## config.mk

```make
export PLATFORM = sky130hd
export DESIGN_NAME = itcf_angle
export DESIGN_NICKNAME = d
export VERILOG_FILES = /design/src/design/itcf_pkg.sv /design/src/design/itcf_angle.sv
export SDC_FILE = /design/constraint.sdc
export NUM_CORES = 2
export LEC_CHECK = 0
export BUFFER_PORTS_ARGS = -buffer_cell sky130_fd_sc_hd__buf_4
export CELL_PAD_IN_SITES_DETAIL_PLACEMENT = 1
export CELL_PAD_IN_SITES_GLOBAL_PLACEMENT = 2
export CORE_AREA = 2 2 339 341
export CTS_CLUSTER_DIAMETER = 30
export CTS_CLUSTER_SIZE = 12
export DETAILED_ROUTE_END_ITERATION = 7
export DIE_AREA = 0 0 341 343
export PLACE_DENSITY = 0.84
export SYNTH_ARGS = -nofsm -noshare
export SYNTH_HDL_FRONTEND = slang
export SYNTH_SLANG_ARGS = --single-unit
```

## constraint.sdc

```tcl
create_clock -name clk -period 15.2 [get_ports clk]
set_input_delay 3.04 -clock clk [delete_from_list [all_inputs] [get_ports clk]]
set_output_delay 3.04 -clock clk [all_outputs]
set_load 0.02 [all_outputs]
```

## src/design/itcf_pkg.sv

```systemverilog
`default_nettype none
// ----------------------------------------------------------------------------
// itcf_pkg
// Shared constants and tables of the tilt complementary filter.
// ----------------------------------------------------------------------------
package itcf_pkg;

	localparam int ANGLE_BITS_DEF   = 16;
	localparam int CORDIC_STEPS_DEF = 16;
	localparam int ATAN_ENTRIES     = 24;

	localparam logic [16:0] BLEND_RESET = 17'd64225;
	localparam logic [15:0] GAIN_RESET  = 16'd0;
	localparam logic [16:0] ALPHA_ONE   = 17'd65536;

	localparam logic [1:0] REG_BLEND = 2'd0;
	localparam logic [1:0] REG_GAIN  = 2'd1;

	function automatic logic [29:0] atan_turn32(input logic [4:0] i);
		logic [29:0] r;
		begin
			case (i)
				5'd0:    r = 30'd536870912;
				5'd1:    r = 30'd316933406;
				5'd2:    r = 30'd167458907;
				5'd3:    r = 30'd85004756;
				5'd4:    r = 30'd42667331;
				5'd5:    r = 30'd21354465;
				5'd6:    r = 30'd10679838;
				5'd7:    r = 30'd5340245;
				5'd8:    r = 30'd2670163;
				5'd9:    r = 30'd1335087;
				5'd10:   r = 30'd667544;
				5'd11:   r = 30'd333772;
				5'd12:   r = 30'd166886;
				5'd13:   r = 30'd83443;
				5'd14:   r = 30'd41722;
				5'd15:   r = 30'd20861;
				5'd16:   r = 30'd10430;
				5'd17:   r = 30'd5215;
				5'd18:   r = 30'd2608;
				5'd19:   r = 30'd1304;
				5'd20:   r = 30'd652;
				5'd21:   r = 30'd326;
				5'd22:   r = 30'd163;
				5'd23:   r = 30'd81;
				default: r = 30'd0;
			endcase
			return r;
		end
	endfunction

endpackage
`default_nettype wire

```

## src/design/itcf_angle.sv

```systemverilog
`default_nettype none
// ----------------------------------------------------------------------------
// itcf_angle
// Accelerometer angle atan2(a, sqrt(b^2+c^2)) folded by sign of Z: one
// multiply-accumulate for the squares, bit-pair square root, shared CORDIC.
// ----------------------------------------------------------------------------
module itcf_angle
	import itcf_pkg::*;
#(
	parameter int ANGLE_BITS   = ANGLE_BITS_DEF,
	parameter int CORDIC_STEPS = CORDIC_STEPS_DEF
) (
	input  wire logic                  clk,
	input  wire logic                  arst_n,
	input  wire logic                  start,
	input  wire logic signed [15:0]    a,
	input  wire logic signed [15:0]    b,
	input  wire logic signed [15:0]    c,
	input  wire logic                  z_neg,
	output logic                       done,
	output logic [ANGLE_BITS-1:0]      angle
);

	localparam int STEPS = (CORDIC_STEPS < ATAN_ENTRIES) ? CORDIC_STEPS : ATAN_ENTRIES;
	localparam int SHIFT = 32 - ANGLE_BITS;
	localparam logic [31:0] ROUND = 32'd1 << (SHIFT - 1);
	localparam logic [31:0] HALF  = 32'd1 << (ANGLE_BITS - 1);

	typedef enum logic [4:0] {
		ST_IDLE = 5'b00001,
		ST_SQ   = 5'b00010,
		ST_ROOT = 5'b00100,
		ST_ROT  = 5'b01000,
		ST_FIN  = 5'b10000
	} state_t;

	state_t             state_q;
	logic [4:0]         cnt_q;
	logic [63:0]        rem_q;
	logic [31:0]        root_q;
	logic [65:0]        rad_q;
	logic signed [57:0] x_q;
	logic signed [57:0] y_q;
	logic signed [33:0] z_q;
	logic signed [15:0] a_q, b_q, c_q;
	logic               zneg_q;
	logic               azero_q;

	logic [33:0] trial;
	logic [63:0] rem_sh;
	logic        take;
	logic signed [57:0] dx, dy;
	logic signed [30:0] at;
	logic signed [31:0] zr;
	logic signed [31:0] ang;
	logic signed [15:0] sq_in;
	logic [31:0] sq_b;

	always_comb begin
		sq_in  = cnt_q[0] ? c_q : b_q;
		sq_b   = 32'(32'(sq_in) * 32'(sq_in));
		rem_sh = {rem_q[61:0], rad_q[65:64]};
		trial  = {root_q, 2'b01};
		take   = {30'd0, rem_sh} >= {30'd0, trial};
		dx     = y_q >>> cnt_q;
		dy     = x_q >>> cnt_q;
		at     = $signed({1'b0, atan_turn32(cnt_q)});
		zr     = 32'((z_q + $signed(34'(ROUND))) >>> SHIFT);
		if (azero_q) ang = 32'sd0;
		else ang = zr;
		if (zneg_q) ang = $signed(HALF) - ang;
		else if (ang < 0) ang = ang + $signed(32'd1 << ANGLE_BITS);
	end

	always_ff @(posedge clk or negedge arst_n) begin
		if (!arst_n) begin
			state_q <= ST_IDLE;
			cnt_q   <= '0;
			done    <= 1'b0;
		end else begin
			done <= 1'b0;
			unique case (state_q)
				ST_IDLE: if (start) begin
					state_q <= ST_SQ;
					cnt_q   <= '0;
				end
				ST_SQ: begin
					cnt_q <= cnt_q + 5'd1;
					if (cnt_q[0]) begin
						state_q <= ST_ROOT;
						cnt_q   <= '0;
					end
				end
				ST_ROOT: begin
					cnt_q <= cnt_q + 5'd1;
					if (cnt_q == 5'd31) begin
						state_q <= ST_ROT;
						cnt_q   <= '0;
					end
				end
				ST_ROT: begin
					cnt_q <= cnt_q + 5'd1;
					if (32'(cnt_q) == STEPS - 1) state_q <= ST_FIN;
				end
				ST_FIN: begin
					state_q <= ST_IDLE;
					done    <= 1'b1;
				end
				default: state_q <= ST_IDLE;
			endcase
		end
	end

	always_ff @(posedge clk) begin
		unique case (state_q)
			ST_IDLE: begin
				a_q     <= a;
				b_q     <= b;
				c_q     <= c;
				zneg_q  <= z_neg;
				azero_q <= (a == 16'sd0);
				rad_q   <= '0;
				rem_q   <= '0;
				root_q  <= '0;
			end
			ST_SQ: begin
				rad_q <= rad_q + {sq_b, 34'd0};
			end
			ST_ROOT: begin
				rad_q <= {rad_q[63:0], 2'b00};
				if (take) begin
					rem_q  <= 64'(rem_sh - 64'(trial));
					root_q <= {root_q[30:0], 1'b1};
				end else begin
					rem_q  <= rem_sh;
					root_q <= {root_q[30:0], 1'b0};
				end
				if (cnt_q == 5'd31) begin
					x_q <= 58'(take ? {root_q[30:0], 1'b1} : {root_q[30:0], 1'b0}) <<< 8;
					y_q <= 58'(a_q) <<< 24;
					z_q <= '0;
				end
			end
			ST_ROT: begin
				if (y_q >= 0) begin
					x_q <= x_q + dx;
					y_q <= y_q - dy;
					z_q <= z_q + 34'(at);
				end else begin
					x_q <= x_q - dx;
					y_q <= y_q + dy;
					z_q <= z_q - 34'(at);
				end
			end
			ST_FIN: angle <= ang[ANGLE_BITS-1:0];
			default: ;
		endcase
	end

endmodule
`default_nettype wire

```

Word level (Yosys, flattened, before mapping)
Memory sizes are Yosys's and may differ from the RTL's.
Cells that the tools add are included.
{ "word_totals": {"register_bits": 387, "rom_bits": 960, "out_inout_bits": 17, "memories": 1} }
{ "mem_list": {"columns": ["memory", "depth", "width", "rd", "rd_clocked_by_memory_dff", "write_ports", "line_no", "rtl"], "rows": [
  ["(no name shown)", 32, 30, 1, 0, 0, "itcf_pkg.sv:22", "case (i)"]
]} }
{ "op_classes": {"addsub": 12, "n_mul": 1, "magnitude_cmp": 3, "n_eq_ne": 11, "shift": 2, "mux": 29, "n_reduce_logical": 8} }
{ "op_table": {"columns": ["operator", "count"], "rows": [
  ["$mux W58", 4],
  ["$pmux W58 S2", 2],
  ["$pmux W66 S3", 1],
  ["$pmux W62 S2", 1],
  ["$add A58 B58 Y58", 2],
  ["$sshr A58 B5 Y58", 2],
  ["$sub A58 B58 Y58", 2],
  ["$mux W34", 2],
  ["$pmux W34 S2", 1],
  ["$add A66 B66 Y66", 1],
  ["$ge A64 B34 Y1", 1],
  ["$pmux W32 S2", 1],
  ["$mux W62", 1],
  ["$sub A62 B34 Y62", 1],
  ["$ge A58 B1 Y1 const B", 1],
  ["$mux W16", 3],
  ["$pmux W5 S4", 2],
  ["$mux W5", 7],
  ["$add A34 B17 Y34 const B", 1],
  ["$add A34 B31 Y34", 1],
  ["$sub A34 B31 Y34", 1],
  ["$lt A32 B1 Y1 const B", 1],
  ["$mul A16 B16 Y32", 1],
  ["$mux W32", 1],
  ["16 further kinds", 25]
]} }

Logic depth before layout (Yosys ltp)
{ "logic_depth": {"depth_word": 5, "depth_mapped": 46, "ltp_nobuf": 37} }

Least setup slack after synthesis
No wires, ideal clock.
{ "synth_timing": {"kind": "reg-to-reg", "start": "register cnt_q[0]", "end": "register rad_q[65] (data pin)", "setup_ns": 0.268, "arrival_time_ns": 10.292, "required_time_ns": 14.932, "setup_slack_ns": 4.640, "path_stages_with_launch": 41, "path_buffers": 10, "cell_sequence": "dfrtp_1 buf_4 buf_4 buf_2 buf_2 buf_4 buf_2 buf_2 buf_1 clkbuf_1 mux2_2 inv_1 buf_1 nor2_1 fa_1 inv_1 fa_1 fa_1 [... 5 more ...] and3_1 a221oi_1 o211ai_1 and2_1 a21o_1 xor2_1 ha_1 a21o_1 a21o_1 a21oi_1 nor2b_1 a211oi_1 o21ai_0 o21ai_0 nand2b_1 a21oi_1 xnor2_1 o21ai_0"} }
{ "synth_via": {"elab_chain_cells": 4} }
{ "synth_rtl": {"columns": ["element", "line_no", "rtl"], "rows": [
  ["start: declaration", "itcf_angle.sv:38", "logic [4:0] cnt_q;"],
  ["start signal: assignment", "itcf_angle.sv:88", "cnt_q <= cnt_q + 5'd1;"],
  ["start signal: assignment", "itcf_angle.sv:95", "cnt_q <= cnt_q + 5'd1;"],
  ["start signal: assignment", "itcf_angle.sv:102", "cnt_q <= cnt_q + 5'd1;"],
  ["$mux W16", "itcf_angle.sv:60", "sq_in = cnt_q[0] ? c_q : b_q;"],
  ["$mul A16 B16 Y32", "itcf_angle.sv:61", "sq_b = 32'(32'(sq_in) * 32'(sq_in));"],
  ["$add A66 B66 Y66", "itcf_angle.sv:127", "rad_q <= rad_q + {sq_b, 34'd0};"],
  ["$pmux W66 S3", "itcf_angle.sv:115", "unique case (state_q)"],
  ["end signal: assignment", "itcf_angle.sv:127", null],
  ["end signal: assignment", "itcf_angle.sv:130", "rad_q <= {rad_q[63:0], 2'b00};"],
  ["end: declaration", "itcf_angle.sv:41", "logic [65:0] rad_q;"]
]} }
Every way passes these cells.
A chain may end at the register's enable or synchronous reset.

Worst setup path in the final report
Same ends and word-level chain as after synthesis.

==> impl_results.md <==
- Status: finished with violations
- Failing checks: max-capacitance violations, max-slew violations
- Crit path max fanout: 18
- Detailed Place HPWL: 135.7 mm
- Worst r2r path cells: 31
- Rel. slew slack: -1.229%
- Post-Syn Area: 47180 sq um
- DRT Wirelength: 178.5 mm
- Reg clk slew, reported paths: 0.05 ns
- Vias in the first global route: 44.08k
- PortBufs: 68
- TritonRoute pass-1 iters: 6
- First-pass GRT wire length: 272.5 mm
- Ys Warns: 0
- Final #Nets: 5887
- Fill count: 12.99k
- Post-Syn Nets: 5902
- Syn_area_per_cell: 8.898 sq um
- Total GRT Usage: 30.23%
- Max H-tree Level: 3
- Count leader, synth: nand2_1
- Hold WC Path Type: reg -> reg
- Top cells by count, synth: nand2_1, nor2_1, inv_1
- CP startpoint: cnt_q[0]
- Post-synth EDFFs: 340
- Hold buffers post-CTS: 0
- Worst path max stage delay: 0.84 ns
- Vias: 42.39k
- Synth area leader: edfxtp_1
- Worst setup EP type: register
- Worst R2R Start: cnt_q[0]
- Worst Path Class, Setup: reg -> reg
- Required time of the critical path: 15.63 ns
- Slowest cell on crit path: mux2i_1
- Clk_skew: 0.08057 ns
- Die Footprint: 117000 sq um
- TritonCTS clock tree: yes
- Antenna viol nets, final: 0
- GRT overflow: 0
- Vias per std cell: 6.143
- Prevailing post-synth register cell: edfxtp_1
- Max Buffers Root-to-Sink: 3
- Setup TNS: 0 ns
- Max Cap Violations: 1
- Slew @ Worst Pin: 1.505 ns
- Total CTS buffers: 113
- Largest net degree at the start of global routing: 128
- Yosys reg bits: 351
- Util after Layout: 46.88%
- Post-CTS sizing: 0
- R2R setup slack: 5.00 ns
- Clock Tree Root: clkbuf_16
- Synth cell types: 108
- Async set-reset flop share out of synthesis: 3.134%
- FP Rows: 124
- Die width: 341 um
- Share of cells above drive strength 1: 11.36%
- Die Y: 343 um
- Reg2reg end: rad_q[65]
- WP data arrival: 10.63 ns
- Initial DRC Count: 3661
- Synth area leaders: edfxtp_1, fa_1, ha_1, mux4_2, nand2_1
- Area Overhead vs Synth: 12.71%
- Tmin final: 10.20 ns
- Startpoint Class: register
- Initial Utilization: 41.60%
- Drc violations: 0
- Final Hold Vio Count: 0
- Routed length per instance: 25.87 um
- Antenna violations before repair: 5
- Routability Congestion: 1.021
- Cells after synthesis: 5302
- Post-synth top area share: 21.64%
- Worst-skew pair later-pin latency: 0.75 ns
- Seq/Total Area, Yosys: 22.23%
- Worst setup path endpoint: rad_q[65]
- Most used cell, CP: fa_1
- Core Region: 113400 sq um
- Finish-stage setup viols: 0
- RSZ-0062 raised after global routing: no
- F_max: 98.03 MHz
- Post-CTS setup buffer count: 0
- Crit share post-route: 67.11%
- Max Slew Vio Count: 4
- CTS Sinks: 351
- IO Count: 69
## how the worst min path moves through the flow
stage                  from      end  slack [ns]  cells past startpoint
CTS                 a_q[12]  y_q[36]        0.53                      2
global route        a_q[12]  y_q[36]        0.55                      2
finish              a_q[12]  y_q[36]        0.53                      2
global placement    a_q[12]  y_q[36]        0.51                      2
detailed placement  a_q[12]  y_q[36]        0.52                      2
floorplan            a_q[0]  y_q[24]        0.50                      2
## registers in the layout (all words and copies together) (netlist names), 16 cells and up
name	flops
angle	16
x_q	58
root_q	32
a_q	16
z_q	32
y_q	58
rem_q	62
c_q	16
b_q	16
rad_q	32
## layout by cell type, fill, tap and decap left out, types with 17 or more instances in the layout
master | Yosys | routed
a211oi_1 | 48 | 48
a21o_1 | 139 | 139
a21oi_1 | 313 | 312
a22oi_1 | 28 | 28
a31oi_1 | 40 | 40
and2_1 | 37 | 37
and3_1 | 46 | 46
buf_4 | 14 | 126
bufinv_16 | 0 | 30
clkbuf_16 | 0 | 113
clkinv_1 | 9 | 36
edfxtp_1 | 340 | 340
fa_1 | 245 | 245
ha_1 | 303 | 303
inv_1 | 412 | 410
mux2_2 | 83 | 83
mux2i_1 | 172 | 172
mux4_2 | 131 | 131
nand2_1 | 528 | 526
nand2b_1 | 69 | 69
nand3_1 | 91 | 90
nand4_1 | 46 | 46
nor2_1 | 510 | 509
nor2b_1 | 29 | 29
nor3_1 | 99 | 99
nor4_1 | 19 | 19
o211ai_1 | 36 | 36
o21a_1 | 41 | 41
o21ai_0 | 327 | 327
o21bai_1 | 35 | 35
o22ai_1 | 38 | 38
o31ai_1 | 36 | 36
or2_2 | 29 | 29
or3_1 | 34 | 34
or4_1 | 17 | 17
xnor2_1 | 226 | 226
xor2_1 | 159 | 159
## layer usage
layer	part of all wire (%)	GRT usage (%)	routed length, um
met5	0	0	0
met1	42	39.01	74340
met3	6.2	4.992	11020
met2	47	49.45	84100
met4	5.1	14.42	9045
## worst max-delay path, delay by kind of cell, from the launching register on
| kind | cells | cell delay, ns |
|---|---|---|
| muxes | 1 | 0.84 |
| buffers and inverters | 4 | 0.86 |
| DFF | 1 | 0.61 |
| AOI/OAI and AO/OA | 11 | 2.40 |
| and+or+nand+nor | 5 | 0.88 |
| xor gates and xnor gates | 2 | 0.28 |
| adders and majority gates | 8 | 3.99 |
## metrics by stage
stage	hold WS, ns	instance area, sq um	setup WS, ns	instances
2_1_floorplan	0.4963	47180	4.640	5302
3_3_place_gp	0.5082	48960	5.384	6684
3_5_place_dp	0.5189	48960	5.167	6684
4_1_cts	0.5322	53170	5.033	6899
5_1_grt	0.5500	53170	4.191	6899
6_report	0.5256	53170	4.999	6900
## cell families (layout without fill, tap and decap cells)
logic type | after synthesis | in the layout | synth area share, %
DFF | 351 | 351 | 22.23
adders and majority gates | 548 | 548 | 18.43
other | 2 | 3 | 0.01592
buffers and inverters | 682 | 767 | 5.882
AOI/OAI and AO/OA | 1318 | 1318 | 18.20
muxes | 392 | 392 | 12.03
xor gates and xnor gates | 386 | 386 | 7.195
and+or+nand+nor | 1623 | 1623 | 16.01
## layout make-up
| cell class | count | area (sq um) | area share (%) |
|---|---|---|---|
| Inverter | 423 | 1590 | 2.991 |
| Clock buffer | 124 | 2869 | 5.396 |
| Antenna cell | 1 | 2.502 | 0.004706 |
| Clock inverter | 91 | 1345 | 2.530 |
| Timing Repair Buffer | 129 | 1006 | 1.892 |
| Tap cell | 1512 | 1892 | 3.558 |
| Sequential cell | 351 | 10510 | 19.76 |
| Multi-Input combinational cell | 4269 | 33960 | 63.87 |
Power is left out: the tool's default activity adds up to more than one toggle a clock period on the data nets, which glitch-free logic cannot reach.
